===== src/rtl/core/hzs_pkg.sv =====
package hzs_pkg;

  localparam int GPR_COUNT  = 16;
  localparam int CTRL_COUNT = 32;

  localparam int GprIdxW  = (GPR_COUNT > 1) ? $clog2(GPR_COUNT) : 1;
  localparam int CtrlIdxW = (CTRL_COUNT > 1) ? $clog2(CTRL_COUNT) : 1;

  localparam int CntW = 9;

  // fixed completion delays on top of exec_cycles
  localparam logic [CntW-1:0] BRANCH_DLY = 9'd2;
  localparam logic [CntW-1:0] SHORT_DLY  = 9'd1;
  localparam logic [CntW-1:0] LATE_DLY   = 9'd2;
  localparam logic [CntW-1:0] HILO_DLY   = 9'd34;
  localparam logic [CntW-1:0] UNIT_DLY   = 9'd36;

  // register indexes on the APB port
  localparam logic REG_HI = 1'b0;
  localparam logic REG_LO = 1'b1;

  localparam logic [4:0] HI_RST = 5'd7;
  localparam logic [4:0] LO_RST = 5'd8;

  typedef enum logic [3:0] {
    ACT_USE_GPR   = 4'd0,
    ACT_USE_CTRL  = 4'd1,
    ACT_USE_MUL   = 4'd2,
    ACT_USE_DIV   = 4'd3,
    ACT_USE_LDCB  = 4'd4,
    ACT_BRANCH    = 4'd5,
    ACT_MUL_DONE  = 4'd6,
    ACT_STCB_DONE = 4'd7,
    ACT_DIV_DONE  = 4'd8,
    ACT_LOAD_GPR  = 4'd9,
    ACT_LATE_GPR  = 4'd10,
    ACT_TICK      = 4'd11
  } action_t;

  typedef struct packed {
    logic [3:0]  action;
    logic [4:0]  reg_index;
    logic [7:0]  exec_cycles;
    logic        branch_taken;
    logic [15:0] elapsed;
  } hzs_item_t;

  typedef struct packed {
    logic [4:0] hi_idx;
    logic [4:0] lo_idx;
  } hzs_cfg_t;

  function automatic logic [CntW-1:0] raise_fn(input logic [CntW-1:0] cur,
                                               input logic [CntW-1:0] v);
    return (v > cur) ? v : cur;
  endfunction

  // saturating countdown drain
  function automatic logic [CntW-1:0] drain_fn(input logic [CntW-1:0] c,
                                               input logic [15:0] n);
    logic [15:0] ext;
    ext = 16'(c);
    return (ext > n) ? CntW'(ext - n) : '0;
  endfunction

endpackage


===== src/rtl/core/hzs_cfg_regs.sv =====
module hzs_cfg_regs
  import hzs_pkg::*;
(
  input  logic        clk,
  input  logic        rst_n,
  input  logic        psel,
  input  logic        penable,
  input  logic        pwrite,
  input  logic [2:0]  paddr,
  input  logic [31:0] pwdata,
  output logic [31:0] prdata,
  output logic        pready,
  output hzs_cfg_t    cfg
);

  logic [4:0] hi_idx_r, hi_idx_nxt;
  logic [4:0] lo_idx_r, lo_idx_nxt;
  logic       wr_en;

  assign pready = 1'b1;
  assign wr_en  = psel && penable && pwrite;

  always_comb begin
    hi_idx_nxt = hi_idx_r;
    lo_idx_nxt = lo_idx_r;
    if (wr_en) begin
      case (paddr[2])
        REG_HI:  hi_idx_nxt = pwdata[4:0];
        REG_LO:  lo_idx_nxt = pwdata[4:0];
        default: ;
      endcase
    end
  end

  always_ff @(posedge clk) begin
    if (!rst_n) begin
      hi_idx_r <= HI_RST;
      lo_idx_r <= LO_RST;
    end else begin
      hi_idx_r <= hi_idx_nxt;
      lo_idx_r <= lo_idx_nxt;
    end
  end

  always_comb begin
    case (paddr[2])
      REG_HI:  prdata = {27'd0, hi_idx_r};
      REG_LO:  prdata = {27'd0, lo_idx_r};
      default: prdata = '0;
    endcase
  end

  assign cfg.hi_idx = hi_idx_r;
  assign cfg.lo_idx = lo_idx_r;

endmodule


===== src/rtl/core/hzs_countdown_bank.sv =====
module hzs_countdown_bank
  import hzs_pkg::*;
(
  input  logic            clk,
  input  logic            rst_n,
  input  logic            upd,
  input  hzs_item_t       item,
  input  hzs_cfg_t        cfg,
  output logic [CntW-1:0] stall_nxt
);

  logic [CntW-1:0] gpr_r  [GPR_COUNT];
  logic [CntW-1:0] gpr_nxt [GPR_COUNT];
  logic [CntW-1:0] ctrl_r [CTRL_COUNT];
  logic [CntW-1:0] ctrl_nxt [CTRL_COUNT];
  logic [CntW-1:0] mul_r, mul_nxt;
  logic [CntW-1:0] div_r, div_nxt;
  logic [CntW-1:0] ldcb_r, ldcb_nxt;
  logic [CntW-1:0] stall_r;

  logic                gpr_hit, ctrl_hit, hi_hit, lo_hit;
  logic [GprIdxW-1:0]  gpr_idx;
  logic [CtrlIdxW-1:0] ctrl_idx, hi_idx, lo_idx;
  logic [CntW-1:0]     cyc;

  assign cyc      = CntW'(item.exec_cycles);
  assign gpr_hit  = 32'(item.reg_index) < 32'(GPR_COUNT);
  assign ctrl_hit = 32'(item.reg_index) < 32'(CTRL_COUNT);
  assign hi_hit   = 32'(cfg.hi_idx) < 32'(CTRL_COUNT);
  assign lo_hit   = 32'(cfg.lo_idx) < 32'(CTRL_COUNT);
  assign gpr_idx  = GprIdxW'(item.reg_index);
  assign ctrl_idx = CtrlIdxW'(item.reg_index);
  assign hi_idx   = CtrlIdxW'(cfg.hi_idx);
  assign lo_idx   = CtrlIdxW'(cfg.lo_idx);

  always_comb begin
    gpr_nxt   = gpr_r;
    ctrl_nxt  = ctrl_r;
    mul_nxt   = mul_r;
    div_nxt   = div_r;
    ldcb_nxt  = ldcb_r;
    stall_nxt = stall_r;
    case (action_t'(item.action))
      ACT_USE_GPR: begin
        if (gpr_hit) stall_nxt = raise_fn(stall_r, gpr_r[gpr_idx]);
      end
      ACT_USE_CTRL: begin
        if (ctrl_hit) stall_nxt = raise_fn(stall_r, ctrl_r[ctrl_idx]);
      end
      ACT_USE_MUL:  stall_nxt = raise_fn(stall_r, mul_r);
      ACT_USE_DIV:  stall_nxt = raise_fn(stall_r, div_r);
      ACT_USE_LDCB: stall_nxt = raise_fn(stall_r, ldcb_r);
      ACT_BRANCH: begin
        if (item.branch_taken) stall_nxt = raise_fn(stall_r, cyc + BRANCH_DLY);
      end
      ACT_MUL_DONE:  div_nxt  = cyc + SHORT_DLY;
      ACT_STCB_DONE: ldcb_nxt = cyc + SHORT_DLY;
      ACT_DIV_DONE: begin
        if (hi_hit) ctrl_nxt[hi_idx] = cyc + HILO_DLY;
        if (lo_hit) ctrl_nxt[lo_idx] = cyc + HILO_DLY;
        div_nxt = cyc + UNIT_DLY;
        mul_nxt = cyc + UNIT_DLY;
      end
      ACT_LOAD_GPR: begin
        if (gpr_hit) gpr_nxt[gpr_idx] = cyc + SHORT_DLY;
      end
      ACT_LATE_GPR: begin
        if (gpr_hit) gpr_nxt[gpr_idx] = cyc + LATE_DLY;
      end
      ACT_TICK: begin
        // zero elapsed drains nothing, so no special case needed
        for (int i = 0; i < GPR_COUNT; i++) gpr_nxt[i] = drain_fn(gpr_r[i], item.elapsed);
        for (int i = 0; i < CTRL_COUNT; i++) ctrl_nxt[i] = drain_fn(ctrl_r[i], item.elapsed);
        mul_nxt   = drain_fn(mul_r, item.elapsed);
        div_nxt   = drain_fn(div_r, item.elapsed);
        ldcb_nxt  = drain_fn(ldcb_r, item.elapsed);
        stall_nxt = drain_fn(stall_r, item.elapsed);
      end
      default: ;
    endcase
  end

  always_ff @(posedge clk) begin
    if (!rst_n) begin
      for (int i = 0; i < GPR_COUNT; i++) gpr_r[i] <= '0;
      for (int i = 0; i < CTRL_COUNT; i++) ctrl_r[i] <= '0;
      mul_r   <= '0;
      div_r   <= '0;
      ldcb_r  <= '0;
      stall_r <= '0;
    end else if (upd) begin
      gpr_r   <= gpr_nxt;
      ctrl_r  <= ctrl_nxt;
      mul_r   <= mul_nxt;
      div_r   <= div_nxt;
      ldcb_r  <= ldcb_nxt;
      stall_r <= stall_nxt;
    end
  end

endmodule


===== src/rtl/core/pipeline_hazard_scoreboard_unit.sv =====
// out_valid rises once an accepted item has passed the input register and then the result register.
// One item per cycle while the result side does not stall; the scoreboard update is a single pass per item.
// All countdowns update in parallel, so ticks cost the same as any other item.
// Reset (rst_n low, synchronous): all countdowns and the stall count clear,
// both stages empty, hi/lo control register numbers return to 7 and 8.
module pipeline_hazard_scoreboard_unit
  import hzs_pkg::*;
(
  input  logic        clk,
  input  logic        rst_n,
  input  logic        in_valid,
  output logic        in_stall,
  input  logic [3:0]  in_action,
  input  logic [4:0]  in_reg_index,
  input  logic [7:0]  in_exec_cycles,
  input  logic        in_branch_taken,
  input  logic [15:0] in_elapsed,
  output logic        out_valid,
  input  logic        out_stall,
  output logic [8:0]  out_stall_cycles,
  input  logic        psel,
  input  logic        penable,
  input  logic        pwrite,
  input  logic [2:0]  paddr,
  input  logic [31:0] pwdata,
  output logic [31:0] prdata,
  output logic        pready
);

  hzs_cfg_t        cfg;
  hzs_item_t       item_r;
  logic            item_vld_r, item_vld_nxt;
  logic            out_vld_r, out_vld_nxt;
  logic [CntW-1:0] stall_cyc_r;
  logic [CntW-1:0] stall_nxt;
  logic            out_free, fire, accept;

  hzs_cfg_regs u_cfg (
    .clk     (clk),
    .rst_n   (rst_n),
    .psel    (psel),
    .penable (penable),
    .pwrite  (pwrite),
    .paddr   (paddr),
    .pwdata  (pwdata),
    .prdata  (prdata),
    .pready  (pready),
    .cfg     (cfg)
  );

  // result register free or draining this cycle
  assign out_free = !out_vld_r || !out_stall;
  assign fire     = item_vld_r && out_free;
  assign in_stall = item_vld_r && !out_free;
  assign accept   = in_valid && !in_stall;

  hzs_countdown_bank u_bank (
    .clk       (clk),
    .rst_n     (rst_n),
    .upd       (fire),
    .item      (item_r),
    .cfg       (cfg),
    .stall_nxt (stall_nxt)
  );

  always_comb begin
    item_vld_nxt = item_vld_r;
    if (accept)    item_vld_nxt = 1'b1;
    else if (fire) item_vld_nxt = 1'b0;
    out_vld_nxt = out_vld_r;
    if (fire)          out_vld_nxt = 1'b1;
    else if (!out_stall) out_vld_nxt = 1'b0;
  end

  always_ff @(posedge clk) begin
    if (!rst_n) begin
      item_vld_r <= 1'b0;
      out_vld_r  <= 1'b0;
    end else begin
      item_vld_r <= item_vld_nxt;
      out_vld_r  <= out_vld_nxt;
    end
  end

  always_ff @(posedge clk) begin
    if (accept) begin
      item_r.action       <= in_action;
      item_r.reg_index    <= in_reg_index;
      item_r.exec_cycles  <= in_exec_cycles;
      item_r.branch_taken <= in_branch_taken;
      item_r.elapsed      <= in_elapsed;
    end
    if (fire) stall_cyc_r <= stall_nxt;
  end

  assign out_valid        = out_vld_r;
  assign out_stall_cycles = stall_cyc_r;

endmodule


===== config.mk =====
export PLATFORM = sky130hd
export DESIGN_NAME = pipeline_hazard_scoreboard_unit
export DESIGN_NICKNAME = d
export VERILOG_FILES = /design/src/rtl/core/hzs_pkg.sv /design/src/rtl/core/hzs_cfg_regs.sv /design/src/rtl/core/hzs_countdown_bank.sv /design/src/rtl/core/pipeline_hazard_scoreboard_unit.sv
export SDC_FILE = /design/constraint.sdc
export NUM_CORES = 2
export LEC_CHECK = 0
export ABC_AREA = 1
export BUFFER_PORTS_ARGS = -buffer_cell sky130_fd_sc_hd__buf_4
export CAP_MARGIN = 15
export CORE_UTILIZATION = 37
export CTS_CLUSTER_SIZE = 30
export DETAILED_ROUTE_END_ITERATION = 6
export HOLD_SLACK_MARGIN = 0.08
export PLACE_DENSITY_LB_ADDON = 0.2
export SYNTH_ARGS = -nofsm -noshare
export SYNTH_HDL_FRONTEND = slang
export SYNTH_SLANG_ARGS = --single-unit

===== constraint.sdc =====
create_clock -name clk -period 5.48 [get_ports clk]
set_clock_uncertainty 0.1 [all_clocks]
set_input_delay 0.548 -clock clk [delete_from_list [all_inputs] [get_ports clk]]
set_output_delay 0.548 -clock clk [all_outputs]
set_load 0.1 [all_outputs]

* Word level (Yosys, flattened, before mapping)
Cells that the tools add are included.
** Word-level totals
- Register bits :: 523
- Input port bits :: 76
- Output and inout port bits :: 44
** Cells by class
- Add/sub/neg operators :: 56
- Magnitude comparators :: 66
- Equal/unequal tests :: 14
- Mux-type cells :: 90
- Bitwise gates (word level) :: 5
- Reductions and logical operators :: 25
** Operators with widths (count)
- > comparator 9 x 16 -> 1 bit :: 52
- 2-to-1 mux 9 bit :: 67
- bitwise mux 288 bit :: 2
- case mux 288 bit (2 select lines) :: 1
- subtractor 9 bit :: 52
- case mux 144 bit (3 select lines) :: 1
- bitwise mux 144 bit :: 2
- 2-to-1 mux 144 bit :: 2
- 2-to-1 mux 288 bit :: 1
- demux 9 bit (select 5 bit) :: 2
- case mux 32 bit (2 select lines) :: 1
- case mux 9 bit (7 select lines) :: 1
- > comparator 9 bit :: 6
- binary-select mux 9 bit (select 5 bit) :: 1
- binary-select mux 9 bit (select 4 bit) :: 1
- demux 9 bit (select 4 bit) :: 1
- case mux 9 bit (2 select lines) :: 2
- case mux 9 bit (3 select lines) :: 1
- adder 8 x 6 -> 9 bit (second input constant) :: 2
- greater-or-equal comparator 6 bit (second input constant) :: 3
- NOT 5 -> 6 bit :: 3
- == test 4 x 3 -> 1 bit (second input constant) :: 4
- == test 4 bit (second input constant) :: 4
- less-than comparator 6 x 1 -> 1 bit (second input constant) :: 2
- 19 further kinds :: 42

* Depth between registers and ports, before layout
- Word-level depth :: 9
- Gate-level depth with buffers :: 30
- Mapped depth without buffers :: 27

* Cells and area by module
From an unflattened synthesis, not the netlist that was laid out.
** Unflattened totals
- Cell total of the unflattened synthesis :: 8011
- Area, all modules :: 51384.3 um2
** By module, submodules not included
- hzs_countdown_bank :: instances 1, cells an instance 7849, area each 49283.5 um2, sequential area each 9369.0 um2
- pipeline_hazard_scoreboard_unit :: instances 1, cells an instance 56, area each 1386.3 um2, sequential area each 1331.3 um2
- hzs_cfg_regs :: instances 1, cells an instance 106, area each 714.4 um2, sequential area each 200.2 um2

* Worst setup path after synthesis
OpenSTA, ideal clock, no wires.
- Kind :: reg2reg
- Start :: register item_r[1] in the netlist's numbering
- End :: register u_bank.mul_r[4]
- Library setup time :: 0.070 ns
- Arrival :: 5.067 ns
- Required time :: 5.310 ns
- Slack :: 0.244 ns
- Cell stages (with the launch flop) :: 13
- Path buffers :: 0
- Cells stage by stage :: edfxtp_1 -> inv_1 -> fa_1 -> nand3_1 -> nand2_1 -> inv_1 -> o211ai_1 -> nand2_1 -> nand2_1 -> nand2_1 -> nor2_1 -> o21ai_0 -> a21oi_1
** On the way
- Longest elaborated chain between the ends :: 3
- Elaborated cells between the ends (all ways) :: 4
- Those cells by class :: add/sub (1); order compare (1); mux (2)
** Ends and longest elaborated chain
- start, declared :: line pipeline_hazard_scoreboard_unit.sv:31 : hzs_item_t item_r;
- > comparator 9 x 16 -> 1 bit or subtractor 9 bit (tied branches) :: line hzs_pkg.sv:63 : return (ext > n) ? CntW'(ext - n) : '0;
- 2-to-1 mux 9 bit * :: line hzs_pkg.sv:63
- case mux 9 bit (2 select lines) * :: line hzs_countdown_bank.sv:43 : case (action_t'(item.action))
- end signal, assigned :: line hzs_countdown_bank.sv:94 : mul_r <= mul_nxt;
- end, declared :: line hzs_countdown_bank.sv:16 : logic [CntW-1:0] mul_r, mul_nxt;
Every way passes the cells marked *; elsewhere a longest branch is shown, timed or not.
A chain may end at the register's enable or synchronous reset.

* Worst setup path in the final report
- Start :: register item_r[25] in the netlist's numbering
- End :: register stall_cyc_r[2], in the netlist out_stall_cycles[2] (data pin)
** On the way
- Longest elaborated chain between the ends :: 8
- Elaborated cells between the ends (all ways) :: 15
- Those cells by class :: order compare (3); mux (10); bitwise (2)
** Ends and longest elaborated chain
- NOT 4 -> 5 bit (not written as such) :: line hzs_countdown_bank.sv:45 : if (gpr_hit) stall_nxt = raise_fn(stall_r, gpr_r[gpr_idx]);
- binary-select mux 9 bit (select 4 bit) :: line hzs_countdown_bank.sv:45
- 2-to-1 mux 9 bit (not written as such) (2 in series) :: line hzs_countdown_bank.sv:45
- > comparator 9 bit :: line hzs_pkg.sv:55 : return (v > cur) ? v : cur;
- 2-to-1 mux 9 bit :: line hzs_pkg.sv:55
- 2-to-1 mux 9 bit :: line hzs_countdown_bank.sv:45
- case mux 9 bit (7 select lines) * :: line hzs_countdown_bank.sv:43
- via stall_nxt[2] :: line pipeline_hazard_scoreboard_unit.sv:35 : logic [CntW-1:0] stall_nxt;
- end signal, assigned :: line pipeline_hazard_scoreboard_unit.sv:93 : if (fire) stall_cyc_r <= stall_nxt;
- end, declared :: line pipeline_hazard_scoreboard_unit.sv:34 : logic [CntW-1:0] stall_cyc_r;
The timed path passes the listed nets; every way through them passes the cells marked *. The select of a mux whose other input is x is not followed.

==> run summary <==
die height: 374 µm
GRT Util Overall: 29.4%
Max clock buf depth: 3
max capacitance violation total: 0
status: finished clean
fin crit share: 85.5%
postcts setup bufs: 0
# setup viols final: 0
top cell type's share of synthesized area: 18.7%
vias per cell: 5.78
wirelength, routed: 214,000 µm
vias in the first global route: 51,800
critical path arrival: 5.01 ns
I/O pin cnt: 120
Hold/Removal Path Class: in -> reg
Die Span X: 374 µm
non-filler cells, final: 9,905
RSZ-0062 raised after global routing: no
Pwr per Cell Area: 197 mW/mm²
area of the core: 0.137 mm²
root buf cell: clkbuf_16
worst-margin pin slew: 1.27 ns
TritonCTS clock tree: yes
Final TNS setup: 0 ns
CTS sink cnt: 523
crit path max fanout: 20
top_reg_cell synth: dfxtp_1
total number of vias: 57,200
gate count after technology mapping: 8,035
final slew viol count: 0
Lkg Pwr: 25.6 nW
Placed Cells: 9,736
Yosys reg bits: 523
most frequent cells in the layout: nand2_1, a21oi_1, inv_1, o21ai_0, nand3_1
Skew-Pair Late Insertion Delay: 0.69 ns
Final Hold Fails: 0
post-layout min period: 4.69 ns
die area: 0.140 mm²
port bufs: 62
grt total ovfl: 0
Layout Nets: 8,709
worst vdd ir: 213 µV
first-pass GRT wire length: 319,000 µm
CTS buffer count: 70
placer congestion estimate: 0.968
critical path data required time: 5.80 ns
number of synthesized flops with an enable pin: 43
CTS clk-pin slew, worst paths: 0.06 ns
layout cells sized above 1: 7.20%
routed wire length per instance: 21.6 µm
# DRC: 0
commonest non-fill, non-tap cell in the layout: nand2_1
fraction of registers with async set/reset: 0%
Yosys warnings: 0
Synth area leaders: dfxtp_1, nand2_1, ha_1
syn avg cell area: 6.39 µm²
starting DRC count in detailed routing: 6,149
FMAX: 213 MHz
htree depth: 3
critical path capture point type: flop
area leader, netlist: dfxtp_1
row cnt: 136
DR pass1 iterations: 6
sequential area share after synthesis: 21.2%
Netlist cell types: 59
CP Launch Type: flop
Final ANT Viol Nets: 0
total chip power: 11.1 mW
cts repair resizes: 0
relative slew slack: 15.3%
starting density of the core: 37.3%
placed wire-length estimate: 145,000 µm
Synth Cell Area: 0.0513 mm²
largest net degree at the start of global routing: 216
antenna violations before repair: 7
CP Class: reg -> reg
Layout area overhead: 10.1%
==> logic make-up after synthesis <==
group	Yosys count	synth area share (%)
other	2	0.0146
adders and majority gates	577	14.8
xor gates and xnor gates	146	2.49
AOI/OAI and AO/OA	2257	24.4
buffers and inverters	1051	8.08
DFF	523	21.2
and+or+nand+nor	3479	28.9
==> per-layer routing <==
| metal | vias up | GRT usage, % | part of all wire, % |
|---|---|---|---|
| met4 | 2 | 13.0 | 5.0 |
| met2 | 2426 | 46.1 | 44 |
| met5 | - | 0 | 0.0037 |
| met3 | 527 | 3.97 | 8.1 |
| met1 | 26800 | 39.9 | 43 |
| li1 | 27500 | - | - |
==> stage by stage <==
step	utilization (%)	hold WS [ns]	cell area, µm²	worst slack (ns)
5_1_grt	41.1	0.224	56500	0.573
2_1_floorplan	-	0.345	51400	0.244
3_3_place_gp	39.2	0.358	53900	0.937
3_5_place_dp	39.2	0.362	53900	0.879
6_report	41.1	0.215	56500	0.793
4_1_cts	41.1	0.168	56500	0.889
==> Yosys cell counts, drive strengths merged (12+ instances only) <==
cell type	number
a211oi	26
a21o	20
a21oi	1227
a221oi	40
a31oi	92
a41oi	39
buf	108
clkbuf	175
clkinv	19
dfxtp	480
edfxtp	43
fa	52
ha	525
inv	749
nand2	2053
nand3	526
nand3b	44
nand4	92
nor2	498
nor3	94
nor4	12
o211ai	72
o21ai	680
o21bai	19
o22ai	20
or2	147
xnor2	21
xor2	125
==> state kept, by name, summed over array words and instances, names as in the netlist <==
name              cells
item_r               34
item_vld_r            1
out_stall_cycles      9
out_valid             1
u_bank.ctrl_r       288
u_bank.div_r          9
u_bank.gpr_r        144
u_bank.ldcb_r         9
u_bank.mul_r          9
u_bank.stall_r        9
u_cfg.hi_idx_r        5
u_cfg.lo_idx_r        5
==> final cells by class <==
class / count / area (µm²)
fillers: 14600 / 81000
clock inverters: 27 / 208
clock buffers: 99 / 1990
flip-flops and latches: 523 / 10900
inverters: 768 / 2910
well taps: 1794 / 2240
repair buffers: 206 / 1790
multi-input cells: 6487 / 36500
diodes: 1 / 2.50
==> where the power goes <==
part	internal, mW	switching [mW]
clock	2.59	2.08
combinational	0.662	1.81
sequential	3.91	0.0673
==> worst paths after layout <==
path | from | depth (start not counted) | slack [ns] | end
worst min-delay path | paddr[2] | 4 | 0.22 | u_cfg.lo_idx_r[3]
worst max-delay path | item_r[25] | 22 | 0.79 | out_stall_cycles[2]
worst min register to register | u_bank.ldcb_r[0] | 2 | 0.37 | u_bank.ldcb_r[0]
worst max register to register | item_r[25] | 22 | 0.79 | out_stall_cycles[2]
==> worst max-delay path, stage by stage (launching register included) <==
cell and delay [ns]:
edfxtp_1 0.71, inv_4 0.31, nor2_4 0.70, buf_12 0.25, nand2_1 0.07, nand4_1 0.10
nand2_1 0.10, nand2_1 0.12, nor2_1 0.12, inv_1 0.08, ha_1 0.23, nand2_1 0.10
inv_1 0.05, nand3_1 0.09, o21ai_0 0.08, inv_1 0.07, nand2_1 0.20, clkinv_1 0.22
nand2_1 0.08, nand3_1 0.10, nand3_1 0.13, nor2_1 0.28, nand2_1 0.11
==> timing repair <==
item                                    CTS  global route
endpoints found under the hold margin    44             0
hold buffers                             41             0
endpoints found under the setup margin    0             0
Power figures use the tool's default switching activity.
